[config.mk]
export PLATFORM = sky130hd
export DESIGN_NAME = indent_aware_tokenizer
export DESIGN_NICKNAME = d
export VERILOG_FILES = /design/src/hdl/iat_pkg.sv /design/src/hdl/iat_front.sv /design/src/hdl/iat_out_queue.sv /design/src/hdl/iat_engine.sv /design/src/hdl/indent_aware_tokenizer.sv
export SDC_FILE = /design/constraint.sdc
export NUM_CORES = 2
export LEC_CHECK = 0
export BUFFER_PORTS_ARGS = -buffer_cell sky130_fd_sc_hd__buf_4
export CAP_MARGIN = 20
export CORE_UTILIZATION = 40
export CTS_CLUSTER_SIZE = 20
export DETAILED_ROUTE_END_ITERATION = 6
export PLACE_DENSITY = 0.62
export SYNTH_ARGS = -nofsm -noshare
export SYNTH_HDL_FRONTEND = slang
export SYNTH_SLANG_ARGS = --single-unit
[constraint.sdc]
create_clock -name i_clk -period 14.08 [get_ports i_clk]
set_input_delay 2.816 -clock i_clk [delete_from_list [all_inputs] [get_ports i_clk]]
set_output_delay 2.816 -clock i_clk [all_outputs]
set_load 0.01 [all_outputs]
[src/hdl/iat_pkg.sv]
// shared types, token codes and lookup functions of the indentation-aware tokenizer
`timescale 1ns / 1ps
package iat_pkg;

    localparam int INDENT_DEPTH = 16;
    localparam int IND_W        = 8;
    localparam int POS_W        = 16;
    localparam int LVL_W        = $clog2(INDENT_DEPTH + 1);
    localparam int LVL_IDX_W    = $clog2(INDENT_DEPTH);
    localparam int WORD_LEN     = 7;
    localparam int QUEUE_DEPTH  = 4;
    localparam int QPTR_W       = $clog2(QUEUE_DEPTH);

    localparam logic [5:0] K_NEWLINE = 6'd0;
    localparam logic [5:0] K_INDENT  = 6'd1;
    localparam logic [5:0] K_DEDENT  = 6'd2;
    localparam logic [5:0] K_EOF     = 6'd3;
    localparam logic [5:0] K_ERROR   = 6'd4;
    localparam logic [5:0] K_NUMBER  = 6'd5;
    localparam logic [5:0] K_STRING  = 6'd6;
    localparam logic [5:0] K_IDENT   = 6'd7;
    localparam logic [5:0] K_DOT     = 6'd52;
    localparam logic [5:0] K_NONE    = 6'd0;

    localparam logic [2:0] E_NONE     = 3'd0;
    localparam logic [2:0] E_MISMATCH = 3'd1;
    localparam logic [2:0] E_BINARY   = 3'd2;
    localparam logic [2:0] E_HEX      = 3'd3;
    localparam logic [2:0] E_EXPONENT = 3'd4;
    localparam logic [2:0] E_STRING   = 3'd5;
    localparam logic [2:0] E_BADCHAR  = 3'd6;
    localparam logic [2:0] E_FULL     = 3'd7;

    localparam logic FUNC_CHAR = 1'b0;
    localparam logic FUNC_END  = 1'b1;

    typedef enum logic [4:0] {
        M_LINE, M_BLANK_CR, M_BLANK_COMMENT, M_TOP, M_COMMENT, M_CR, M_DOT,
        M_ZERO, M_INT, M_INTDOT, M_FRAC, M_EXP0, M_EXP1, M_EXPD, M_BINP,
        M_BIND, M_HEXP, M_HEXD, M_STR, M_ESC, M_IDENT, M_OP,
        M_IND, M_DED, M_LATEDOT
    } t_mode;

    typedef enum logic [2:0] {
        PH_FETCH, PH_FEED, PH_FLUSH, PH_NL, PH_DED, PH_EOF, PH_END
    } t_phase;

    typedef struct packed {
        logic       is_digit;
        logic       is_alpha;
        logic       is_space;
        logic       is_break;
        logic       hex_ok;
        logic [3:0] hex_val;
        logic       needs_pair;
    } t_char_info;

    typedef struct packed {
        logic [5:0]       kind;
        logic [2:0]       err;
        logic [POS_W-1:0] line;
        logic [POS_W-1:0] col;
        logic [POS_W-1:0] len;
        logic [63:0]      val;
        logic             last;
    } t_token;

    function automatic logic [5:0] single_kind(input logic [7:0] c);
        logic [5:0] k;
        k = K_NONE;
        case (c)
            "+": k = 6'd25;  "-": k = 6'd26;  "*": k = 6'd27;  "/": k = 6'd28;
            "^": k = 6'd30;  "&": k = 6'd32;  "|": k = 6'd33;  "~": k = 6'd34;
            "=": k = 6'd37;  "<": k = 6'd41;  ">": k = 6'd43;  "(": k = 6'd45;
            ")": k = 6'd46;  "[": k = 6'd47;  "]": k = 6'd48;  "{": k = 6'd49;
            "}": k = 6'd50;  ",": k = 6'd51;  ".": k = K_DOT;  ":": k = 6'd53;
            ";": k = 6'd54;  "@": k = 6'd55;
            default: k = K_NONE;
        endcase
        return k;
    endfunction

    function automatic logic [5:0] pair_kind(input logic [7:0] h, input logic [7:0] c);
        logic [5:0] k;
        k = K_NONE;
        case ({h, c})
            "**": k = 6'd29;  "->": k = 6'd56;  "^^": k = 6'd31;  "==": k = 6'd39;
            "!=": k = 6'd40;  "<=": k = 6'd42;  "<<": k = 6'd35;  ">=": k = 6'd44;
            ">>": k = 6'd36;  ":=": k = 6'd38;
            default: k = K_NONE;
        endcase
        return k;
    endfunction

    // exact keyword match on the stored word start
    function automatic logic [5:0] word_kind(input logic [WORD_LEN-1:0][7:0] w,
                                             input logic [POS_W-1:0] len);
        logic [5:0] k;
        k = K_IDENT;
        case (len)
            POS_W'(2): begin
                case ({w[0], w[1]})
                    "if": k = 6'd9;  "in": k = 6'd14;  "or": k = 6'd17;  "as": k = 6'd24;
                    default: k = K_IDENT;
                endcase
            end
            POS_W'(3): begin
                case ({w[0], w[1], w[2]})
                    "def": k = 6'd8;   "for": k = 6'd13;  "and": k = 6'd16;
                    "not": k = 6'd18;  "try": k = 6'd22;
                    default: k = K_IDENT;
                endcase
            end
            POS_W'(4): begin
                case ({w[0], w[1], w[2], w[3]})
                    "else": k = 6'd10;  "elif": k = 6'd11;
                    "True", "true": k = 6'd19;
                    "None", "none": k = 6'd21;
                    default: k = K_IDENT;
                endcase
            end
            POS_W'(5): begin
                case ({w[0], w[1], w[2], w[3], w[4]})
                    "while": k = 6'd12;
                    "False", "false": k = 6'd20;
                    default: k = K_IDENT;
                endcase
            end
            POS_W'(6): begin
                case ({w[0], w[1], w[2], w[3], w[4], w[5]})
                    "return": k = 6'd15;  "except": k = 6'd23;
                    default: k = K_IDENT;
                endcase
            end
            default: k = K_IDENT;
        endcase
        return k;
    endfunction

    function automatic logic [POS_W-1:0] sat_pos(input logic [POS_W-1:0] v);
        return (v == {POS_W{1'b1}}) ? v : v + POS_W'(1);
    endfunction

    function automatic t_token mk_tok(input logic [5:0] kind, input logic [2:0] err,
                                      input logic [POS_W-1:0] line,
                                      input logic [POS_W-1:0] col,
                                      input logic [POS_W-1:0] len,
                                      input logic [63:0] val);
        t_token t;
        t.kind = kind;
        t.err  = err;
        t.line = line;
        t.col  = col;
        t.len  = len;
        t.val  = val;
        t.last = 1'b0;
        return t;
    endfunction

endpackage

[src/hdl/iat_front.sv]
// input queue and character classifier
`timescale 1ns / 1ps
module iat_front (
    input  logic                i_clk,
    input  logic                i_rst_n,
    input  logic                push,
    output logic                full,
    input  logic                i_func,
    input  logic [7:0]          i_char_byte,
    output logic                o_valid,
    output logic                o_func,
    output logic [7:0]          o_byte,
    output iat_pkg::t_char_info o_info,
    input  logic                i_pop
);

    logic [8:0]                   r_mem [iat_pkg::QUEUE_DEPTH];
    logic [iat_pkg::QPTR_W-1:0]   r_wp, r_rp;
    logic [iat_pkg::QPTR_W:0]     r_cnt;
    logic                         w_wr, w_rd;
    logic [7:0]                   w_c;

    assign full    = (r_cnt == (iat_pkg::QPTR_W + 1)'(iat_pkg::QUEUE_DEPTH));
    assign o_valid = (r_cnt != '0);
    assign w_wr    = push && !full;
    assign w_rd    = i_pop && o_valid;

    always_ff @(posedge i_clk) begin
        if (!i_rst_n) begin
            r_wp  <= '0;
            r_rp  <= '0;
            r_cnt <= '0;
        end else begin
            if (w_wr) r_wp <= r_wp + 1'b1;
            if (w_rd) r_rp <= r_rp + 1'b1;
            r_cnt <= r_cnt + (iat_pkg::QPTR_W + 1)'(w_wr) - (iat_pkg::QPTR_W + 1)'(w_rd);
        end
    end

    always_ff @(posedge i_clk) begin
        if (w_wr) r_mem[r_wp] <= {i_func, i_char_byte};
    end

    assign o_func = r_mem[r_rp][8];
    assign o_byte = r_mem[r_rp][7:0];
    assign w_c    = o_byte;

    always_comb begin
        o_info.is_digit   = (w_c >= "0") && (w_c <= "9");
        o_info.is_alpha   = ((w_c >= "a") && (w_c <= "z")) || ((w_c >= "A") && (w_c <= "Z"))
                            || (w_c == "_");
        o_info.is_space   = (w_c == " ") || (w_c == 8'h09);
        o_info.is_break   = (w_c == 8'h0A) || (w_c == 8'h0D);
        o_info.needs_pair = (w_c inside {"*", "-", "^", "=", "!", "<", ">", ":"});
        o_info.hex_ok     = 1'b1;
        o_info.hex_val    = 4'd0;
        if (o_info.is_digit) begin
            o_info.hex_val = 4'(w_c - "0");
        end else if ((w_c >= "a") && (w_c <= "f")) begin
            o_info.hex_val = 4'(w_c - "a" + 8'd10);
        end else if ((w_c >= "A") && (w_c <= "F")) begin
            o_info.hex_val = 4'(w_c - "A" + 8'd10);
        end else begin
            o_info.hex_ok = 1'b0;
        end
    end

endmodule

[src/hdl/iat_out_queue.sv]
// result queue between the lexer engine and the consumer
`timescale 1ns / 1ps
module iat_out_queue (
    input  logic            i_clk,
    input  logic            i_rst_n,
    input  logic            i_push,
    input  iat_pkg::t_token i_tok,
    output logic            o_full,
    output logic            empty,
    input  logic            pop,
    output iat_pkg::t_token o_tok
);

    iat_pkg::t_token              r_mem [iat_pkg::QUEUE_DEPTH];
    logic [iat_pkg::QPTR_W-1:0]   r_wp, r_rp;
    logic [iat_pkg::QPTR_W:0]     r_cnt;
    logic                         w_wr, w_rd;

    assign o_full = (r_cnt == (iat_pkg::QPTR_W + 1)'(iat_pkg::QUEUE_DEPTH));
    assign empty  = (r_cnt == '0);
    assign w_wr   = i_push && !o_full;
    assign w_rd   = pop && !empty;

    always_ff @(posedge i_clk) begin
        if (!i_rst_n) begin
            r_wp  <= '0;
            r_rp  <= '0;
            r_cnt <= '0;
        end else begin
            if (w_wr) r_wp <= r_wp + 1'b1;
            if (w_rd) r_rp <= r_rp + 1'b1;
            r_cnt <= r_cnt + (iat_pkg::QPTR_W + 1)'(w_wr) - (iat_pkg::QPTR_W + 1)'(w_rd);
        end
    end

    always_ff @(posedge i_clk) begin
        if (w_wr) r_mem[r_wp] <= i_tok;
    end

    assign o_tok = r_mem[r_rp];

endmodule

[src/hdl/iat_engine.sv]
// lexer engine: one lexer step per cycle unless stalled, indent stack, one pending token
`timescale 1ns / 1ps
module iat_engine (
    input  logic                i_clk,
    input  logic                i_rst_n,
    input  logic                i_in_valid,
    input  logic                i_in_func,
    input  logic [7:0]          i_in_byte,
    input  iat_pkg::t_char_info i_in_info,
    output logic                o_in_pop,
    input  logic                i_out_full,
    output logic                o_out_push,
    output iat_pkg::t_token     o_out_tok
);

    localparam int PW = iat_pkg::POS_W;
    localparam int IW = iat_pkg::IND_W;
    localparam int LW = iat_pkg::LVL_W;

    iat_pkg::t_phase     r_phase, n_phase;
    iat_pkg::t_mode      r_mode, n_mode;
    logic [IW-1:0]       r_levels [iat_pkg::INDENT_DEPTH];
    logic [LW-1:0]       r_lvl_cnt, n_lvl_cnt;
    logic [PW-1:0]       r_line, n_line, r_col, n_col;
    logic [PW-1:0]       r_tline, n_tline, r_tcol, n_tcol, r_len, n_len;
    logic [IW-1:0]       r_lead, n_lead;
    logic [63:0]         r_acc, n_acc;
    logic [7:0]          r_held, n_held, r_quote, n_quote;
    logic                r_held_v, n_held_v, r_emitted, n_emitted, r_lastnl, n_lastnl;
    logic [iat_pkg::WORD_LEN-1:0][7:0] r_word;
    logic [7:0]          r_c;
    iat_pkg::t_char_info r_ci;
    iat_pkg::t_token     r_pend;
    logic                r_pend_v;

    logic                w_act, w_adv, w_end_push;
    logic                e_v;
    iat_pkg::t_token     e_tok;
    logic                lv_we;
    logic [IW-1:0]       lv_data;
    logic                wd_we;
    logic [2:0]          wd_idx;
    logic [IW-1:0]       w_top;
    logic [5:0]          w_sk, w_pk;

    assign w_top = (r_lvl_cnt == LW'(1)) ? '0
                 : r_levels[iat_pkg::LVL_IDX_W'(r_lvl_cnt - LW'(1))];
    assign w_sk  = iat_pkg::single_kind(r_c);
    assign w_pk  = iat_pkg::pair_kind(r_held, r_c);

    // work only when a new token would not overwrite a pending one stuck on a full queue
    assign w_act = (r_phase != iat_pkg::PH_FETCH) && (r_phase != iat_pkg::PH_END)
                   && !(r_pend_v && i_out_full);
    assign w_end_push = (r_phase == iat_pkg::PH_END) && r_pend_v && !i_out_full;

    // datapath of one lexer step
    always_comb begin
        n_mode    = r_mode;
        n_lvl_cnt = r_lvl_cnt;
        n_line    = r_line;
        n_col     = r_col;
        n_tline   = r_tline;
        n_tcol    = r_tcol;
        n_len     = r_len;
        n_lead    = r_lead;
        n_acc     = r_acc;
        n_held    = r_held;
        n_held_v  = r_held_v;
        n_quote   = r_quote;
        n_emitted = r_emitted;
        n_lastnl  = r_lastnl;
        e_v       = 1'b0;
        e_tok     = iat_pkg::mk_tok(iat_pkg::K_NONE, iat_pkg::E_NONE, '0, '0, '0, '0);
        w_adv     = 1'b0;
        lv_we     = 1'b0;
        lv_data   = r_lead;
        wd_we     = 1'b0;
        wd_idx    = r_len[2:0];

        if (w_act) begin
            case (r_phase)
                iat_pkg::PH_FEED: begin
                    case (r_mode)
                        iat_pkg::M_LINE: begin
                            if (r_ci.is_space) begin
                                if (r_lead != {IW{1'b1}}) n_lead = r_lead + IW'(1);
                                n_col = iat_pkg::sat_pos(r_col);
                                w_adv = 1'b1;
                            end else if (r_c == 8'h0A || r_c == 8'h0D) begin
                                n_line = iat_pkg::sat_pos(r_line);
                                n_col  = PW'(1);
                                n_lead = '0;
                                if (r_c == 8'h0D) n_mode = iat_pkg::M_BLANK_CR;
                                w_adv = 1'b1;
                            end else if (r_c == "#") begin
                                n_col  = iat_pkg::sat_pos(r_col);
                                n_mode = iat_pkg::M_BLANK_COMMENT;
                                w_adv  = 1'b1;
                            end else begin
                                n_mode = iat_pkg::M_IND;
                            end
                        end
                        iat_pkg::M_IND: begin
                            n_mode = iat_pkg::M_TOP;
                            if (r_lead > w_top) begin
                                e_v = 1'b1;
                                if (r_lvl_cnt < LW'(iat_pkg::INDENT_DEPTH)) begin
                                    lv_we     = 1'b1;
                                    n_lvl_cnt = r_lvl_cnt + LW'(1);
                                    e_tok = iat_pkg::mk_tok(iat_pkg::K_INDENT, iat_pkg::E_NONE,
                                                            r_line, PW'(1), '0, '0);
                                end else begin
                                    e_tok = iat_pkg::mk_tok(iat_pkg::K_ERROR, iat_pkg::E_FULL,
                                                            r_line, PW'(1), '0, '0);
                                end
                            end else if (r_lead < w_top) begin
                                n_mode = iat_pkg::M_DED;
                            end
                        end
                        iat_pkg::M_DED: begin
                            if (r_lvl_cnt > LW'(1) && w_top > r_lead) begin
                                n_lvl_cnt = r_lvl_cnt - LW'(1);
                                e_v   = 1'b1;
                                e_tok = iat_pkg::mk_tok(iat_pkg::K_DEDENT, iat_pkg::E_NONE,
                                                        r_line, PW'(1), '0, '0);
                            end else begin
                                n_mode = iat_pkg::M_TOP;
                                if (w_top != r_lead) begin
                                    e_v   = 1'b1;
                                    e_tok = iat_pkg::mk_tok(iat_pkg::K_ERROR,
                                                            iat_pkg::E_MISMATCH,
                                                            r_line, PW'(1), '0, '0);
                                end
                            end
                        end
                        iat_pkg::M_BLANK_CR: begin
                            n_mode = iat_pkg::M_LINE;
                            w_adv  = (r_c == 8'h0A);
                        end
                        iat_pkg::M_BLANK_COMMENT, iat_pkg::M_COMMENT: begin
                            if (r_ci.is_break) begin
                                n_mode = (r_mode == iat_pkg::M_COMMENT) ? iat_pkg::M_TOP
                                                                       : iat_pkg::M_LINE;
                            end else begin
                                n_col = iat_pkg::sat_pos(r_col);
                                w_adv = 1'b1;
                            end
                        end
                        iat_pkg::M_CR: begin
                            e_v    = 1'b1;
                            e_tok  = iat_pkg::mk_tok(iat_pkg::K_NEWLINE, iat_pkg::E_NONE,
                                                     r_tline, r_tcol,
                                                     (r_c == 8'h0A) ? PW'(2) : PW'(1), '0);
                            n_mode = iat_pkg::M_LINE;
                            w_adv  = (r_c == 8'h0A);
                        end
                        iat_pkg::M_TOP: begin
                            w_adv = 1'b1;
                            if (r_ci.is_space) begin
                                n_col = iat_pkg::sat_pos(r_col);
                            end else if (r_c == "#") begin
                                n_col  = iat_pkg::sat_pos(r_col);
                                n_mode = iat_pkg::M_COMMENT;
                            end else if (r_c == 8'h0A) begin
                                e_v    = 1'b1;
                                e_tok  = iat_pkg::mk_tok(iat_pkg::K_NEWLINE, iat_pkg::E_NONE,
                                                         r_line, r_col, PW'(1), '0);
                                n_line = iat_pkg::sat_pos(r_line);
                                n_col  = PW'(1);
                                n_lead = '0;
                                n_mode = iat_pkg::M_LINE;
                            end else begin
                                n_tline = r_line;
                                n_tcol  = r_col;
                                n_len   = '0;
                                n_acc   = '0;
                                if (r_c == 8'h0D) begin
                                    n_line = iat_pkg::sat_pos(r_line);
                                    n_col  = PW'(1);
                                    n_lead = '0;
                                    n_mode = iat_pkg::M_CR;
                                end else begin
                                    n_len = PW'(1);
                                    n_col = iat_pkg::sat_pos(r_col);
                                    if (r_ci.is_digit) begin
                                        n_mode = (r_c == "0") ? iat_pkg::M_ZERO : iat_pkg::M_INT;
                                    end else if (r_c == ".") begin
                                        n_held   = r_c;
                                        n_held_v = 1'b1;
                                        n_mode   = iat_pkg::M_DOT;
                                    end else if (r_c == 8'h22 || r_c == 8'h27) begin
                                        n_quote = r_c;
                                        n_mode  = iat_pkg::M_STR;
                                    end else if (r_ci.is_alpha) begin
                                        wd_we  = 1'b1;
                                        wd_idx = 3'd0;
                                        n_mode = iat_pkg::M_IDENT;
                                    end else if (r_ci.needs_pair) begin
                                        n_held   = r_c;
                                        n_held_v = 1'b1;
                                        n_mode   = iat_pkg::M_OP;
                                    end else begin
                                        e_v = 1'b1;
                                        if (w_sk != iat_pkg::K_NONE)
                                            e_tok = iat_pkg::mk_tok(w_sk, iat_pkg::E_NONE,
                                                                    n_tline, n_tcol, n_len, '0);
                                        else
                                            e_tok = iat_pkg::mk_tok(iat_pkg::K_ERROR,
                                                                    iat_pkg::E_BADCHAR,
                                                                    n_tline, n_tcol, n_len, '0);
                                    end
                                end
                            end
                        end
                        iat_pkg::M_DOT: begin
                            n_held   = '0;
                            n_held_v = 1'b0;
                            if (r_ci.is_digit) begin
                                n_len  = iat_pkg::sat_pos(r_len);
                                n_col  = iat_pkg::sat_pos(r_col);
                                n_mode = iat_pkg::M_FRAC;
                                w_adv  = 1'b1;
                            end else begin
                                e_v    = 1'b1;
                                e_tok  = iat_pkg::mk_tok(iat_pkg::K_DOT, iat_pkg::E_NONE,
                                                         r_tline, r_tcol, r_len, '0);
                                n_mode = iat_pkg::M_TOP;
                            end
                        end
                        iat_pkg::M_ZERO: begin
                            if (r_c == "b" || r_c == "B" || r_c == "x" || r_c == "X") begin
                                n_len  = iat_pkg::sat_pos(r_len);
                                n_col  = iat_pkg::sat_pos(r_col);
                                n_mode = (r_c == "b" || r_c == "B") ? iat_pkg::M_BINP
                                                                     : iat_pkg::M_HEXP;
                                w_adv  = 1'b1;
                            end else begin
                                n_mode = iat_pkg::M_INT;
                            end
                        end
                        iat_pkg::M_INT, iat_pkg::M_FRAC, iat_pkg::M_EXPD: begin
                            if (r_ci.is_digit) begin
                                n_len = iat_pkg::sat_pos(r_len);
                                n_col = iat_pkg::sat_pos(r_col);
                                w_adv = 1'b1;
                            end else if (r_c == "." && r_mode == iat_pkg::M_INT) begin
                                n_held   = r_c;
                                n_held_v = 1'b1;
                                n_col    = iat_pkg::sat_pos(r_col);
                                n_mode   = iat_pkg::M_INTDOT;
                                w_adv    = 1'b1;
                            end else if ((r_c == "e" || r_c == "E")
                                         && r_mode != iat_pkg::M_EXPD) begin
                                n_len  = iat_pkg::sat_pos(r_len);
                                n_col  = iat_pkg::sat_pos(r_col);
                                n_mode = iat_pkg::M_EXP0;
                                w_adv  = 1'b1;
                            end else begin
                                e_v    = 1'b1;
                                e_tok  = iat_pkg::mk_tok(iat_pkg::K_NUMBER, iat_pkg::E_NONE,
                                                         r_tline, r_tcol, r_len, '0);
                                n_mode = iat_pkg::M_TOP;
                            end
                        end
                        iat_pkg::M_INTDOT: begin
                            if (r_ci.is_digit) begin
                                // the held dot joins the number
                                n_held   = '0;
                                n_held_v = 1'b0;
                                n_len    = iat_pkg::sat_pos(iat_pkg::sat_pos(r_len));
                                n_col    = iat_pkg::sat_pos(r_col);
                                n_mode   = iat_pkg::M_FRAC;
                                w_adv    = 1'b1;
                            end else begin
                                e_v    = 1'b1;
                                e_tok  = iat_pkg::mk_tok(iat_pkg::K_NUMBER, iat_pkg::E_NONE,
                                                         r_tline, r_tcol, r_len, '0);
                                n_mode = iat_pkg::M_LATEDOT;
                            end
                        end
                        iat_pkg::M_LATEDOT: begin
                            e_v      = 1'b1;
                            e_tok    = iat_pkg::mk_tok(iat_pkg::K_DOT, iat_pkg::E_NONE, r_line,
                                                       (r_col > PW'(1)) ? r_col - PW'(1) : PW'(1),
                                                       PW'(1), '0);
                            n_held   = '0;
                            n_held_v = 1'b0;
                            n_mode   = iat_pkg::M_TOP;
                        end
                        iat_pkg::M_EXP0, iat_pkg::M_EXP1: begin
                            if (r_ci.is_digit
                                || ((r_c == "+" || r_c == "-") && r_mode == iat_pkg::M_EXP0)) begin
                                n_len  = iat_pkg::sat_pos(r_len);
                                n_col  = iat_pkg::sat_pos(r_col);
                                n_mode = r_ci.is_digit ? iat_pkg::M_EXPD : iat_pkg::M_EXP1;
                                w_adv  = 1'b1;
                            end else begin
                                e_v    = 1'b1;
                                e_tok  = iat_pkg::mk_tok(iat_pkg::K_ERROR, iat_pkg::E_EXPONENT,
                                                         r_tline, r_tcol, r_len, '0);
                                n_mode = iat_pkg::M_TOP;
                            end
                        end
                        iat_pkg::M_BINP, iat_pkg::M_BIND: begin
                            if (r_c == "0" || r_c == "1") begin
                                n_acc  = {r_acc[62:0], r_c[0]};
                                n_len  = iat_pkg::sat_pos(r_len);
                                n_col  = iat_pkg::sat_pos(r_col);
                                n_mode = iat_pkg::M_BIND;
                                w_adv  = 1'b1;
                            end else begin
                                e_v = 1'b1;
                                if (r_mode == iat_pkg::M_BINP)
                                    e_tok = iat_pkg::mk_tok(iat_pkg::K_ERROR, iat_pkg::E_BINARY,
                                                            r_tline, r_tcol, r_len, '0);
                                else
                                    e_tok = iat_pkg::mk_tok(iat_pkg::K_NUMBER, iat_pkg::E_NONE,
                                                            r_tline, r_tcol, r_len, r_acc);
                                n_mode = iat_pkg::M_TOP;
                            end
                        end
                        iat_pkg::M_HEXP, iat_pkg::M_HEXD: begin
                            if (r_ci.hex_ok) begin
                                n_acc  = {r_acc[59:0], r_ci.hex_val};
                                n_len  = iat_pkg::sat_pos(r_len);
                                n_col  = iat_pkg::sat_pos(r_col);
                                n_mode = iat_pkg::M_HEXD;
                                w_adv  = 1'b1;
                            end else begin
                                e_v = 1'b1;
                                if (r_mode == iat_pkg::M_HEXP)
                                    e_tok = iat_pkg::mk_tok(iat_pkg::K_ERROR, iat_pkg::E_HEX,
                                                            r_tline, r_tcol, r_len, '0);
                                else
                                    e_tok = iat_pkg::mk_tok(iat_pkg::K_NUMBER, iat_pkg::E_NONE,
                                                            r_tline, r_tcol, r_len, r_acc);
                                n_mode = iat_pkg::M_TOP;
                            end
                        end
                        iat_pkg::M_STR: begin
                            if (r_c == r_quote) begin
                                n_len  = iat_pkg::sat_pos(r_len);
                                n_col  = iat_pkg::sat_pos(r_col);
                                e_v    = 1'b1;
                                e_tok  = iat_pkg::mk_tok(iat_pkg::K_STRING, iat_pkg::E_NONE,
                                                         r_tline, r_tcol, n_len, '0);
                                n_mode = iat_pkg::M_TOP;
                                w_adv  = 1'b1;
                            end else if (r_ci.is_break) begin
                                e_v    = 1'b1;
                                e_tok  = iat_pkg::mk_tok(iat_pkg::K_ERROR, iat_pkg::E_STRING,
                                                         r_tline, r_tcol, r_len, '0);
                                n_mode = iat_pkg::M_TOP;
                            end else begin
                                if (r_c == 8'h5C) n_mode = iat_pkg::M_ESC;
                                n_len = iat_pkg::sat_pos(r_len);
                                n_col = iat_pkg::sat_pos(r_col);
                                w_adv = 1'b1;
                            end
                        end
                        iat_pkg::M_ESC: begin
                            n_len  = iat_pkg::sat_pos(r_len);
                            n_col  = iat_pkg::sat_pos(r_col);
                            n_mode = iat_pkg::M_STR;
                            w_adv  = 1'b1;
                        end
                        iat_pkg::M_IDENT: begin
                            if (r_ci.is_alpha || r_ci.is_digit) begin
                                wd_we = (r_len < PW'(iat_pkg::WORD_LEN));
                                n_len = iat_pkg::sat_pos(r_len);
                                n_col = iat_pkg::sat_pos(r_col);
                                w_adv = 1'b1;
                            end else begin
                                e_v    = 1'b1;
                                e_tok  = iat_pkg::mk_tok(iat_pkg::word_kind(r_word, r_len),
                                                         iat_pkg::E_NONE, r_tline, r_tcol,
                                                         r_len, '0);
                                n_mode = iat_pkg::M_TOP;
                            end
                        end
                        iat_pkg::M_OP: begin
                            e_v      = 1'b1;
                            n_held   = '0;
                            n_held_v = 1'b0;
                            n_mode   = iat_pkg::M_TOP;
                            if (w_pk != iat_pkg::K_NONE) begin
                                n_len = iat_pkg::sat_pos(r_len);
                                n_col = iat_pkg::sat_pos(r_col);
                                e_tok = iat_pkg::mk_tok(w_pk, iat_pkg::E_NONE,
                                                        r_tline, r_tcol, n_len, '0);
                                w_adv = 1'b1;
                            end else if (iat_pkg::single_kind(r_held) != iat_pkg::K_NONE) begin
                                e_tok = iat_pkg::mk_tok(iat_pkg::single_kind(r_held),
                                                        iat_pkg::E_NONE, r_tline, r_tcol,
                                                        r_len, '0);
                            end else begin
                                e_tok = iat_pkg::mk_tok(iat_pkg::K_ERROR, iat_pkg::E_BADCHAR,
                                                        r_tline, r_tcol, r_len, '0);
                            end
                        end
                        default: begin
                            n_mode = iat_pkg::M_TOP;
                        end
                    endcase
                end

                iat_pkg::PH_FLUSH: begin
                    w_adv = 1'b1;
                    e_v   = 1'b1;
                    case (r_mode)
                        iat_pkg::M_CR:
                            e_tok = iat_pkg::mk_tok(iat_pkg::K_NEWLINE, iat_pkg::E_NONE,
                                                    r_tline, r_tcol, PW'(1), '0);
                        iat_pkg::M_DOT:
                            e_tok = iat_pkg::mk_tok(iat_pkg::K_DOT, iat_pkg::E_NONE,
                                                    r_tline, r_tcol, r_len, '0);
                        iat_pkg::M_ZERO, iat_pkg::M_INT, iat_pkg::M_FRAC, iat_pkg::M_EXPD:
                            e_tok = iat_pkg::mk_tok(iat_pkg::K_NUMBER, iat_pkg::E_NONE,
                                                    r_tline, r_tcol, r_len, '0);
                        iat_pkg::M_INTDOT: begin
                            e_tok  = iat_pkg::mk_tok(iat_pkg::K_NUMBER, iat_pkg::E_NONE,
                                                     r_tline, r_tcol, r_len, '0);
                            n_mode = iat_pkg::M_LATEDOT;
                            w_adv  = 1'b0;
                        end
                        iat_pkg::M_LATEDOT: begin
                            e_tok    = iat_pkg::mk_tok(iat_pkg::K_DOT, iat_pkg::E_NONE, r_line,
                                                       (r_col > PW'(1)) ? r_col - PW'(1) : PW'(1),
                                                       PW'(1), '0);
                            n_held   = '0;
                            n_held_v = 1'b0;
                            n_mode   = iat_pkg::M_TOP;
                        end
                        iat_pkg::M_EXP0, iat_pkg::M_EXP1:
                            e_tok = iat_pkg::mk_tok(iat_pkg::K_ERROR, iat_pkg::E_EXPONENT,
                                                    r_tline, r_tcol, r_len, '0);
                        iat_pkg::M_BINP:
                            e_tok = iat_pkg::mk_tok(iat_pkg::K_ERROR, iat_pkg::E_BINARY,
                                                    r_tline, r_tcol, r_len, '0);
                        iat_pkg::M_HEXP:
                            e_tok = iat_pkg::mk_tok(iat_pkg::K_ERROR, iat_pkg::E_HEX,
                                                    r_tline, r_tcol, r_len, '0);
                        iat_pkg::M_BIND, iat_pkg::M_HEXD:
                            e_tok = iat_pkg::mk_tok(iat_pkg::K_NUMBER, iat_pkg::E_NONE,
                                                    r_tline, r_tcol, r_len, r_acc);
                        iat_pkg::M_STR, iat_pkg::M_ESC:
                            e_tok = iat_pkg::mk_tok(iat_pkg::K_ERROR, iat_pkg::E_STRING,
                                                    r_tline, r_tcol, r_len, '0);
                        iat_pkg::M_IDENT:
                            e_tok = iat_pkg::mk_tok(iat_pkg::word_kind(r_word, r_len),
                                                    iat_pkg::E_NONE, r_tline, r_tcol, r_len, '0);
                        iat_pkg::M_OP: begin
                            n_held   = '0;
                            n_held_v = 1'b0;
                            if (iat_pkg::single_kind(r_held) != iat_pkg::K_NONE)
                                e_tok = iat_pkg::mk_tok(iat_pkg::single_kind(r_held),
                                                        iat_pkg::E_NONE, r_tline, r_tcol,
                                                        r_len, '0);
                            else
                                e_tok = iat_pkg::mk_tok(iat_pkg::K_ERROR, iat_pkg::E_BADCHAR,
                                                        r_tline, r_tcol, r_len, '0);
                        end
                        default: e_v = 1'b0;
                    endcase
                end

                iat_pkg::PH_NL: begin
                    if (r_emitted && !r_lastnl) begin
                        e_v   = 1'b1;
                        e_tok = iat_pkg::mk_tok(iat_pkg::K_NEWLINE, iat_pkg::E_NONE,
                                                r_line, r_col, '0, '0);
                    end
                end

                iat_pkg::PH_DED: begin
                    if (r_lvl_cnt > LW'(1)) begin
                        n_lvl_cnt = r_lvl_cnt - LW'(1);
                        e_v   = 1'b1;
                        e_tok = iat_pkg::mk_tok(iat_pkg::K_DEDENT, iat_pkg::E_NONE,
                                                r_line, r_col, '0, '0);
                    end else begin
                        w_adv = 1'b1;
                    end
                end

                iat_pkg::PH_EOF: begin
                    e_v       = 1'b1;
                    e_tok     = iat_pkg::mk_tok(iat_pkg::K_EOF, iat_pkg::E_NONE,
                                                r_line, r_col, '0, '0);
                    // back to the reset state
                    n_mode    = iat_pkg::M_LINE;
                    n_lvl_cnt = LW'(1);
                    n_line    = PW'(1);
                    n_col     = PW'(1);
                    n_tline   = PW'(1);
                    n_tcol    = PW'(1);
                    n_len     = '0;
                    n_lead    = '0;
                    n_acc     = '0;
                    n_held    = '0;
                    n_held_v  = 1'b0;
                    n_quote   = '0;
                end

                default: begin
                    e_v = 1'b0;
                end
            endcase

            if (e_v) begin
                n_emitted = 1'b1;
                n_lastnl  = (e_tok.kind == iat_pkg::K_NEWLINE);
            end
            if (r_phase == iat_pkg::PH_EOF) begin
                n_emitted = 1'b0;
                n_lastnl  = 1'b0;
            end
        end
    end

    // next phase
    always_comb begin
        n_phase = r_phase;
        case (r_phase)
            iat_pkg::PH_FETCH: begin
                if (i_in_valid)
                    n_phase = (i_in_func == iat_pkg::FUNC_END) ? iat_pkg::PH_FLUSH
                                                               : iat_pkg::PH_FEED;
            end
            iat_pkg::PH_FEED:  if (w_act && w_adv) n_phase = iat_pkg::PH_END;
            iat_pkg::PH_FLUSH: if (w_act && w_adv) n_phase = iat_pkg::PH_NL;
            iat_pkg::PH_NL:    if (w_act) n_phase = iat_pkg::PH_DED;
            iat_pkg::PH_DED:   if (w_act && w_adv) n_phase = iat_pkg::PH_EOF;
            iat_pkg::PH_EOF:   if (w_act) n_phase = iat_pkg::PH_END;
            iat_pkg::PH_END:   if (!r_pend_v || !i_out_full) n_phase = iat_pkg::PH_FETCH;
            default:           n_phase = iat_pkg::PH_FETCH;
        endcase
    end

    // handshake outputs
    always_comb begin
        o_in_pop   = (r_phase == iat_pkg::PH_FETCH) && i_in_valid;
        o_out_push = (w_act && e_v && r_pend_v) || w_end_push;
        o_out_tok  = r_pend;
        o_out_tok.last = (r_phase == iat_pkg::PH_END);
    end

    always_ff @(posedge i_clk) begin
        if (!i_rst_n) begin
            r_phase   <= iat_pkg::PH_FETCH;
            r_mode    <= iat_pkg::M_LINE;
            r_lvl_cnt <= LW'(1);
            r_line    <= PW'(1);
            r_col     <= PW'(1);
            r_tline   <= PW'(1);
            r_tcol    <= PW'(1);
            r_len     <= '0;
            r_lead    <= '0;
            r_acc     <= '0;
            r_held    <= '0;
            r_held_v  <= 1'b0;
            r_quote   <= '0;
            r_emitted <= 1'b0;
            r_lastnl  <= 1'b0;
            r_pend_v  <= 1'b0;
        end else begin
            r_phase   <= n_phase;
            r_mode    <= n_mode;
            r_lvl_cnt <= n_lvl_cnt;
            r_line    <= n_line;
            r_col     <= n_col;
            r_tline   <= n_tline;
            r_tcol    <= n_tcol;
            r_len     <= n_len;
            r_lead    <= n_lead;
            r_acc     <= n_acc;
            r_held    <= n_held;
            r_held_v  <= n_held_v;
            r_quote   <= n_quote;
            r_emitted <= n_emitted;
            r_lastnl  <= n_lastnl;
            if (w_act && e_v) r_pend_v <= 1'b1;
            else if (w_end_push) r_pend_v <= 1'b0;
        end
    end

    always_ff @(posedge i_clk) begin
        if (o_in_pop) begin
            r_c  <= i_in_byte;
            r_ci <= i_in_info;
        end
        if (w_act && e_v) r_pend <= e_tok;
        if (lv_we) r_levels[iat_pkg::LVL_IDX_W'(r_lvl_cnt)] <= lv_data;
        if (w_act && wd_we) r_word[wd_idx] <= r_c;
    end

    a_lvl_range: assert property (@(posedge i_clk) disable iff (!i_rst_n)
        r_lvl_cnt != '0 && r_lvl_cnt <= LW'(iat_pkg::INDENT_DEPTH))
        else $error("indent level count out of range");

    a_eof_resets: assert property (@(posedge i_clk) disable iff (!i_rst_n)
        (r_phase == iat_pkg::PH_EOF && w_act) |=> (r_lvl_cnt == LW'(1)
                                                   && r_mode == iat_pkg::M_LINE))
        else $error("end of text left levels open");

    a_step_boundary: assert property (@(posedge i_clk) disable iff (!i_rst_n)
        (r_phase == iat_pkg::PH_END) |-> !(r_mode == iat_pkg::M_IND
                                           || r_mode == iat_pkg::M_DED
                                           || r_mode == iat_pkg::M_LATEDOT))
        else $error("transaction ended inside an internal mode");

    a_push_has_token: assert property (@(posedge i_clk) disable iff (!i_rst_n)
        o_out_push |-> (r_pend_v && !i_out_full))
        else $error("result pushed without a pending token or into a full queue");

endmodule

[src/hdl/indent_aware_tokenizer.sv]
// top level of the indentation-aware tokenizer
//
// Input channel: push/full. Each transaction is one source byte (i_func = 0)
// or an end-of-text mark (i_func = 1), which flushes the pending token, adds
// a closing NEWLINE if needed, closes open indent levels and emits EOF.
// Result channel: empty/pop. The oldest token sits on the o_ ports while
// empty is low; o_last_of_run marks the final token caused by one input.
// Flow: a byte passes the fetch phase, one lexer step after another and a
// closing phase. A byte that ends a token is looked at again, so it takes 1 to
// 4 steps; a DEDENT burst adds one step per DEDENT and one more to leave the
// stack walk. End of text passes the fetch, flush, newline, dedent, EOF and
// closing phases, with one dedent step per open level and one more step for
// a dot held after a number.
// A token is held until the next one is made or the transaction closes, and
// only then is it pushed to the result queue.
// A four-deep queue sits on each side, so input is taken while results wait.
// When the result queue fills the engine holds its one pending token and
// stops; the input queue then fills and full goes high.
// Reset (synchronous, active low) empties both queues and returns to line
// start with one indent level of zero.
`timescale 1ns / 1ps
module indent_aware_tokenizer (
    input  logic        i_clk,
    input  logic        i_rst_n,
    input  logic        push,
    output logic        full,
    input  logic        i_func,
    input  logic [7:0]  i_char_byte,
    output logic        empty,
    input  logic        pop,
    output logic [5:0]  o_token_kind,
    output logic [2:0]  o_error_code,
    output logic [15:0] o_line_number,
    output logic [15:0] o_column_number,
    output logic [15:0] o_token_length,
    output logic [63:0] o_number_value,
    output logic        o_last_of_run
);

    logic                w_in_valid, w_in_func, w_in_pop;
    logic [7:0]          w_in_byte;
    iat_pkg::t_char_info w_in_info;
    logic                w_out_full, w_out_push;
    iat_pkg::t_token     w_push_tok, w_head_tok;

    iat_front u_front (
        .i_clk       (i_clk),
        .i_rst_n     (i_rst_n),
        .push        (push),
        .full        (full),
        .i_func      (i_func),
        .i_char_byte (i_char_byte),
        .o_valid     (w_in_valid),
        .o_func      (w_in_func),
        .o_byte      (w_in_byte),
        .o_info      (w_in_info),
        .i_pop       (w_in_pop)
    );

    iat_engine u_engine (
        .i_clk      (i_clk),
        .i_rst_n    (i_rst_n),
        .i_in_valid (w_in_valid),
        .i_in_func  (w_in_func),
        .i_in_byte  (w_in_byte),
        .i_in_info  (w_in_info),
        .o_in_pop   (w_in_pop),
        .i_out_full (w_out_full),
        .o_out_push (w_out_push),
        .o_out_tok  (w_push_tok)
    );

    iat_out_queue u_out (
        .i_clk   (i_clk),
        .i_rst_n (i_rst_n),
        .i_push  (w_out_push),
        .i_tok   (w_push_tok),
        .o_full  (w_out_full),
        .empty   (empty),
        .pop     (pop),
        .o_tok   (w_head_tok)
    );

    assign o_token_kind    = w_head_tok.kind;
    assign o_error_code    = w_head_tok.err;
    assign o_line_number   = w_head_tok.line;
    assign o_column_number = w_head_tok.col;
    assign o_token_length  = w_head_tok.len;
    assign o_number_value  = w_head_tok.val;
    assign o_last_of_run   = w_head_tok.last;

endmodule
=== Yosys cells after proc, flatten, opt, wreduce, memory -nomap -nowiden ===
Memory sizes are Yosys's and may differ from the RTL's. A register that Yosys moved wholly into a read port is not among the register bits.
Index checks and enable logic that the tools add are counted.

* Add/subtract/negate cells: 21
* $mul: 0
* Divide/modulo/power cells: 0
* Magnitude comparators: 17
* Eq/ne operators: 210
* Shift operators: 0
* Mux-type cells: 309
* Bitwise gates (word level): 0
* Reduce and logical (&&, ||, !) cells: 94

{| class="wikitable"
|+ Operators by type and width
! kind !! number
|-
| two-way mux 122 bit || 23
|-
| one-hot mux 122 bit (14 select lines) || 1
|-
| one-hot mux 122 bit (11 select lines) || 1
|-
| two-way mux 16 bit || 54
|-
| two-way mux 119 bit || 6
|-
| one-hot mux 122 bit (5 select lines) || 1
|-
| equality test 8 x 6 -> 1 bit, second input constant || 41
|-
| two-way mux 64 bit || 5
|-
| one-hot mux 6 bit (22 select lines) || 2
|-
| two-way mux 8 bit || 30
|-
| two-way mux 117 bit || 2
|-
| one-hot mux 16 bit (13 select lines) || 1
|-
| equality test 8 x 7 -> 1 bit, second input constant || 25
|-
| equality test 32 x 31 -> 1 bit, second input constant || 6
|-
| one-hot mux 16 bit (12 select lines) || 1
|-
| one-hot mux 16 bit (2 select lines) || 6
|-
| one-hot mux 64 bit (3 select lines) || 1
|-
| two-way mux 5 bit || 32
|-
| equality test 16 x 14 -> 1 bit, second input constant || 9
|-
| one-hot mux 64 bit (2 select lines) || 1
|-
| equality test 24 x 23 -> 1 bit, second input constant || 5
|-
| equality test 40 x 39 -> 1 bit, second input constant || 3
|-
| two-way mux 118 bit || 1
|-
| two-way mux 113 bit || 1
|-
| other kinds (97) || 393
|}

* Flip-flop bits (word level): 393
* Bits in latches: 0
* Memory bits (writable): 652
* Memory bits (read-only): 0
* Input bits: 13
* Output and inout bits: 124
* Word-level logic and storage cells: 696
* Memories kept: 3

{| class="wikitable"
|+ Memories
! name !! words !! width !! read ports !! clocked after memory_dff !! write ports !! RTL line !! RTL
|-
| u_out.r_mem || 4 || 122 || 1 || 1 || 1 || iat_out_queue.sv:14 || <nowiki>iat_pkg::t_token r_mem [iat_pkg::QUEUE_DEPTH];</nowiki>
|-
| u_engine.r_levels || 16 || 8 || 1 || 0 || 1 || iat_engine.sv:22 || <nowiki>logic [IW-1:0] r_levels [iat_pkg::INDENT_DEPTH];</nowiki>
|-
| u_front.r_mem || 4 || 9 || 1 || 1 || 1 || iat_front.sv:17 || <nowiki>logic [8:0] r_mem [iat_pkg::QUEUE_DEPTH];</nowiki>
|}

=== Logic depth before layout (Yosys ltp) ===
* Depth in word-level cells: 19
* Gate-level depth with buffers: 23
* Depth with buffers taken out: 18

=== Hierarchy ===
From an unflattened synthesis, not the netlist that was laid out.

* Cell total of the unflattened synthesis: 3,547
* Area, all modules: 46,622.2 um^2

{| class="wikitable"
|+ Modules (own cells, without submodules)
! module !! times used !! cells an instance !! area an instance (um^2) !! sequential area each (um^2)
|-
| iat_engine || 1 || 2,700 || 26,238.9 || 13,142.6
|-
| iat_out_queue || 1 || 688 || 18,109.9 || 14,834.2
|-
| iat_front || 1 || 159 || 2,273.4 || 1,261.2
|}

=== Worst setup path after synthesis ===
No wires, ideal clock.

* Path kind: reg-to-reg
* From: reg u_engine.r_lvl_cnt[0]
* To: mem u_out.r_mem[0][0] (netlist bit), enable pin
* Setup time: 496 ps
* Data arrival time: 7,700 ps
* Required time: 13,584 ps
* Path slack: 5,885 ps
* Cell stages (with the launch flop): 19
* Buffers on the path: 5
* Clock period less this slack: 8,195 ps
* Cell sequence: dfxtp_1 -> buf_1 -> clkbuf_1 -> inv_1 -> ha_1 -> buf_1 -> clkbuf_1 -> mux4_2 -> mux2_2 -> o211ai_1 -> ha_1 -> and2_1 -> a221o_1 -> nor3_1 -> nor3_1 -> a31oi_1 -> o311a_1 -> buf_2 -> and2_1

* Word-level cells in the longest chain between the ends: 16
* Elaborated cells between the ends (all ways): 23
* Classes of those cells: 1 x add/sub; 3 x order compare; 2 x eq/ne; 11 x mux; 5 x reduce/logical; 1 x memory

{| class="wikitable"
|+ RTL lines
! element !! RTL line !! RTL
|-
| start: declaration || iat_engine.sv:23 || <nowiki>logic [LW-1:0] r_lvl_cnt, n_lvl_cnt;</nowiki>
|-
| start signal: assignment || iat_engine.sv:569 || <nowiki>r_lvl_cnt <= n_lvl_cnt;</nowiki>
|-
| subtractor 5 x 1 -> 5 bit || iat_engine.sv:47 || <nowiki>: r_levels[iat_pkg::LVL_IDX_W'(r_lvl_cnt - LW'(1))];</nowiki>
|-
| memory (16 x 8 bit) || n/a ||
|-
| two-way mux 8 bit || iat_engine.sv:46 || <nowiki>assign w_top = (r_lvl_cnt == LW'(1)) ? '0</nowiki>
|-
| > comparator 8 bit / inequality test 8 bit (equally long branches) || iat_engine.sv:121, iat_engine.sv:128 ||
|-
| logical AND 1 bit / two-way mux 1 bit (equally long branches) || iat_engine.sv:121, iat_engine.sv:128 ||
|-
| two-way mux 1 bit || iat_engine.sv:121 || <nowiki>if (r_lvl_cnt > LW'(1) && w_top > r_lead) begin</nowiki>
|-
| one-hot mux 1 bit (11 select lines) || iat_engine.sv:83 || <nowiki>case (r_mode)</nowiki>
|-
| one-hot mux 1 bit (5 select lines) * || iat_engine.sv:81 || <nowiki>case (r_phase)</nowiki>
|-
| two-way mux 1 bit * (2 in a row) || iat_engine.sv:80 || <nowiki>if (w_act) begin</nowiki>
|-
| logical AND 1 bit * (2 in a row) || iat_engine.sv:543 || <nowiki>o_out_push = (w_act && e_v && r_pend_v) || w_end_push;</nowiki>
|-
| logical OR 1 bit * || iat_engine.sv:543 ||
|-
| logical AND 1 bit * || iat_out_queue.sv:21 || <nowiki>assign w_wr = i_push && !o_full;</nowiki>
|-
| via u_out.w_wr || iat_out_queue.sv:17 || <nowiki>logic w_wr, w_rd;</nowiki>
|-
| two-way mux 1 bit * || iat_out_queue.sv:37 || <nowiki>if (w_wr) r_mem[r_wp] <= i_tok;</nowiki>
|-
| two-way mux 1 bit (implied by the code) * || iat_out_queue.sv:37 ||
|-
| end: declaration || iat_out_queue.sv:14 ||
|}

Mark *: on every way through the listed nets, which the timed path passes. The rest lies on a longest branch. The select of a mux whose other input is x is not followed.

=== Final worst setup path ===
* From: reg u_engine.r_lvl_cnt[0]
* To: mem u_out.r_mem[0][116] (netlist bit), enable pin

* Word-level cells in the longest chain between the ends: 16
* Elaborated cells between the ends (all ways): 23
* Classes of those cells: 1 x add/sub; 3 x order compare; 2 x eq/ne; 11 x mux; 5 x reduce/logical; 1 x memory

{| class="wikitable"
|+ RTL lines
! element !! RTL line
|-
| subtractor 5 x 1 -> 5 bit || iat_engine.sv:47
|-
| memory (16 x 8 bit) || n/a
|-
| two-way mux 8 bit || iat_engine.sv:46
|-
| > comparator 8 bit / inequality test 8 bit (equally long branches) || iat_engine.sv:121, iat_engine.sv:128
|-
| logical AND 1 bit / two-way mux 1 bit (equally long branches) || iat_engine.sv:121, iat_engine.sv:128
|-
| two-way mux 1 bit || iat_engine.sv:121
|-
| one-hot mux 1 bit (11 select lines) || iat_engine.sv:83
|-
| one-hot mux 1 bit (5 select lines) * || iat_engine.sv:81
|-
| two-way mux 1 bit * (2 in a row) || iat_engine.sv:80
|-
| logical AND 1 bit * (2 in a row) || iat_engine.sv:543
|-
| logical OR 1 bit * || iat_engine.sv:543
|-
| logical AND 1 bit * || iat_out_queue.sv:21
|-
| two-way mux 1 bit * || iat_out_queue.sv:37
|-
| two-way mux 1 bit (implied by the code) * || iat_out_queue.sv:37
|}

Mark *: on every way between the ends. The rest lies on a longest branch, timed or not. The select of a mux whose other input is x is not followed.

==> flow_summary.ini <==
[status]
status = complete, no violations

[logic_synthesis]
postSynthAreaPerCell_sq_um = 13.0
synth_mux_area_frac = 0.0848
synth_async_sr_flop_share = 0
synthCells = 3591
ys_dominant_reg_cell = sky130_fd_sc_hd__edfxtp_1
synth_compound_area_frac = 0.100
synth-warning-count = 0
synth.ff_latch_count = 1041
sequential_element_share_of_the_synthesized_area = 0.624
synth-simple-area-share = 0.143
synth_enable_flop_cells = 839
yosys.cell_types.count = 106
combinational_family_with_the_most_area_after_synthesis = simple AND/OR/NAND/NOR gates
synth_adder_area_share = 0.0120
synthXorXnorAreaFrac = 0.0107
post_synth_instance_area_sq_um = 46800
synth.net_count = 3646

[clocking]
clk_transition_reported_paths_ns = 0.06
clock_tree.htree_level_count = 3
postCtsHoldBufs = 0
cts.sink_count = 1041
cts-resized-gates = 0
cts_max_path_buffers = 3
worstSkewPairLatency_ns = 0.74
cts_tree = built
cts-root-buf = sky130_fd_sc_hd__clkbuf_16
cts_post_setup_buffers_inserted = 0
cts-buffers-inserted = 107

[timing]
max_slew_margin = 0.268
setup_viol = 0
grt_setup_unrepaired = no
timing.clock.skew_ns = 0.0808
total_neg_setup_slack_ns = 0
max_freq_ghz = 0.134
finalMaxSlewViolations = 0
hold_viol_final = 0
worstMarginPinSlew_ns = 1.10
finalWorstPathRequiredPeriod_ns = 7.48
timing.final.crit_share = 0.532

[floorplanning]
die_x_microns = 344
initial_core_util = 0.403
row_count = 125
ios = 137
core_ar_sq_um = 116000
die_area_sq_um = 118000
dieHeight_microns = 344

[setup_path]
crit_path_max_fanout = 52
worstSetupStartpoint = u_engine.r_lvl_cnt[0]$_SDFFE_PN1P_
crit_path_kind = reg2reg
launch_point_of_the_worst_reg_to_reg_path = u_engine.r_lvl_cnt[0]$_SDFFE_PN1P_
regToRegEndpoint = u_out.r_mem[0][116]$_DFFE_PP_
r2r_slack_ns = 6.60
critical_path.startpoint_type = flop
number_of_cells_traversed_by_the_worst_register_to_register_path = 17
cp_data_arrival_time_ns = 7.78
endpoint_kind = flop
cp.required_ns = 14.38

[final_layout]
syn2layout_area_growth_pct = 13.6
final_nets = 3716
share_of_post_route_cells_with_drive_strength_above_1 = 0.167
fillCellCount = 10400
multi_input_area_sq_um = 16500
sequential_cell_area_sq_um = 29200

[power_and_ir_drop]
report.power.total_w = 0.00918
power.density_cell_area_nw_per_um2 = 173
leakagePower_nw = 16.7
worst_ir_drop_vdd_uv = 105

[route]
avgViaCountPerCell = 5.80
drc = 0
drt.antenna.violating_nets = 0
wl_per_cell_microns = 21.9
total_number_of_vias = 30600
drt_pass1_iterations = 6
drt_first_iter_violations = 2833
postRouteWirelength_microns = 116000

[grt]
grt_first_pass_wirelength_microns = 178000
grt_start_max_net_pins = 107
groute.usage.overall = 0.193
gr-total-overflow = 0
grt_antenna_before_repair = 2
via_count_of_the_first_global_routing_pass = 29300

[place]
numPortBuffers = 136
place.gp.congestion = 0.971
post-dp-hpwl_microns = 75700

[run]
cap_violations = 0

[worst_hold_path]
hold-path-endpoint = u_out.r_mem[1][101]$_DFFE_PP_
whs_path_depth = 0
worstHoldPathType = reg2reg
hp-start = u_engine.o_out_tok[101]$_SDFFCE_PN0P_
-- synthesized netlist by cell type (21+ instances only) --
| library cell | count | area share |
|---|---|---|
| sky130_fd_sc_hd__a21oi_1 | 222 | 0.024 |
| sky130_fd_sc_hd__a22oi_1 | 99 | 0.016 |
| sky130_fd_sc_hd__a31oi_1 | 39 | 0.0052 |
| sky130_fd_sc_hd__and2_1 | 93 | 0.012 |
| sky130_fd_sc_hd__and3_1 | 25 | 0.0033 |
| sky130_fd_sc_hd__buf_1 | 33 | 0.0026 |
| sky130_fd_sc_hd__clkbuf_1 | 189 | 0.015 |
| sky130_fd_sc_hd__dfxtp_1 | 202 | 0.086 |
| sky130_fd_sc_hd__edfxtp_1 | 839 | 0.54 |
| sky130_fd_sc_hd__ha_1 | 40 | 0.011 |
| sky130_fd_sc_hd__inv_1 | 51 | 0.0041 |
| sky130_fd_sc_hd__mux2i_1 | 21 | 0.0045 |
| sky130_fd_sc_hd__mux4_2 | 163 | 0.078 |
| sky130_fd_sc_hd__nand2_1 | 202 | 0.016 |
| sky130_fd_sc_hd__nand2b_1 | 34 | 0.0045 |
| sky130_fd_sc_hd__nand3_1 | 94 | 0.010 |
| sky130_fd_sc_hd__nand4_1 | 40 | 0.0053 |
| sky130_fd_sc_hd__nor2_1 | 316 | 0.025 |
| sky130_fd_sc_hd__nor2b_1 | 41 | 0.0055 |
| sky130_fd_sc_hd__nor3_1 | 147 | 0.016 |
| sky130_fd_sc_hd__nor3b_1 | 25 | 0.0040 |
| sky130_fd_sc_hd__nor4_1 | 47 | 0.0063 |
| sky130_fd_sc_hd__o21ai_0 | 116 | 0.012 |
| sky130_fd_sc_hd__o22ai_1 | 25 | 0.0033 |
| sky130_fd_sc_hd__xnor2_1 | 25 | 0.0047 |
| sky130_fd_sc_hd__xor2_1 | 32 | 0.0060 |
-- layout make-up --
class / count / share of cell area
flip-flops and latches: 1041 / 0.550
multi-input cells: 2254 / 0.310
clock buffers: 125 / 0.0533
well taps: 1524 / 0.0358
repair buffers: 205 / 0.0289
clock inverters: 78 / 0.0182
inverters: 52 / 0.00372
diodes: 1 / 0.0000470
-- layer usage --
| layer | vias to the layer above | wire [microns] | GRT usage |
|---|---|---|---|
| li1 | 14100 | - | - |
| met1 | 15200 | 50500 | 0.268 |
| met2 | 1099 | 55100 | 0.311 |
| met3 | 228 | 6920 | 0.0277 |
| met4 | 2 | 3300 | 0.0632 |
| met5 | - | 9 | 0 |
-- power by group --
part / internal [W] / leakage [nW] / switching [W]
sequential: 0.00357 / 9.03 / 0.000258
clock: 0.00172 / 1.81 / 0.00124
combinational: 0.000896 / 5.83 / 0.00149
total: 0.00619 / 16.7 / 0.00299
-- state kept, by name, indices dropped and copies added, names as in the netlist, 36 cells and up, named ones only --
| register | flops |
|---|---|
| u_engine.r_acc | 64 |
| u_out.r_mem | 488 |
| u_front.r_mem | 36 |
| u_engine.r_word | 48 |
| u_engine.r_levels | 128 |
| u_engine.o_out_tok | 121 |
-- kinds of logic after synthesis --
family,count (synthesis)
compound gates,719
xor+xnor,57
fa+ha+maj,44
buf+inv,296
flops,1041
mux,192
simple gates,1242
-- stage by stage --
stage	utilization	std cells	area [sq um]	setup slack, ns	hold WS [ns]
after global routing	0.458	5279	53200	6.05	0.466
after CTS	0.458	5278	53200	6.50	0.442
after floorplan	-	3591	46800	5.88	0.432
after global placement	0.426	5075	49400	6.68	0.438
after detailed placement	0.426	5075	49400	6.55	0.445
final	0.458	5280	53200	6.60	0.438
-- cells in the final DEF (no fill, tap or decap), types with 34 or more instances in the layout --
cell type	instances
sky130_fd_sc_hd__a21oi_1	221
sky130_fd_sc_hd__a22oi_1	99
sky130_fd_sc_hd__a31oi_1	39
sky130_fd_sc_hd__and2_1	89
sky130_fd_sc_hd__buf_4	204
sky130_fd_sc_hd__clkbuf_16	107
sky130_fd_sc_hd__dfxtp_1	199
sky130_fd_sc_hd__edfxtp_1	839
sky130_fd_sc_hd__ha_1	40
sky130_fd_sc_hd__inv_1	51
sky130_fd_sc_hd__mux4_2	163
sky130_fd_sc_hd__nand2_1	202
sky130_fd_sc_hd__nand2b_1	34
sky130_fd_sc_hd__nand3_1	94
sky130_fd_sc_hd__nand4_1	40
sky130_fd_sc_hd__nor2_1	315
sky130_fd_sc_hd__nor2b_1	41
sky130_fd_sc_hd__nor3_1	145
sky130_fd_sc_hd__nor4_1	47
sky130_fd_sc_hd__o21ai_0	115
-- critical path, cell delays in order (launching register included) --
cell and delay [ns]:
sky130_fd_sc_hd__dfxtp_2 0.31, sky130_fd_sc_hd__buf_4 0.55, sky130_fd_sc_hd__inv_1 0.19, sky130_fd_sc_hd__ha_1 0.33
sky130_fd_sc_hd__buf_4 0.41, sky130_fd_sc_hd__mux4_2 0.37, sky130_fd_sc_hd__mux2_2 0.28, sky130_fd_sc_hd__o211ai_1 0.19
sky130_fd_sc_hd__ha_1 0.29, sky130_fd_sc_hd__and2_1 0.19, sky130_fd_sc_hd__a221o_1 0.43, sky130_fd_sc_hd__nor3_1 0.43
sky130_fd_sc_hd__nor3_1 0.19, sky130_fd_sc_hd__a31oi_1 0.41, sky130_fd_sc_hd__o311a_1 0.46, sky130_fd_sc_hd__and2_4 0.57
sky130_fd_sc_hd__buf_4 0.60, sky130_fd_sc_hd__buf_4 0.71
-- worst max path at each step --
stage | end | slack (ns)
2_1_floorplan | u_out.r_mem[0][0]$_DFFE_PP_ | 5.88
3_3_place_gp | u_out.r_mem[0][117]$_DFFE_PP_ | 6.68
3_5_place_dp | u_out.r_mem[3][117]$_DFFE_PP_ | 6.55
4_1_cts | u_out.r_mem[0][119]$_DFFE_PP_ | 6.50
5_1_grt | u_out.r_mem[0][116]$_DFFE_PP_ | 6.05
6_report | u_out.r_mem[0][116]$_DFFE_PP_ | 6.60
(Power assumes the default switching activity.)
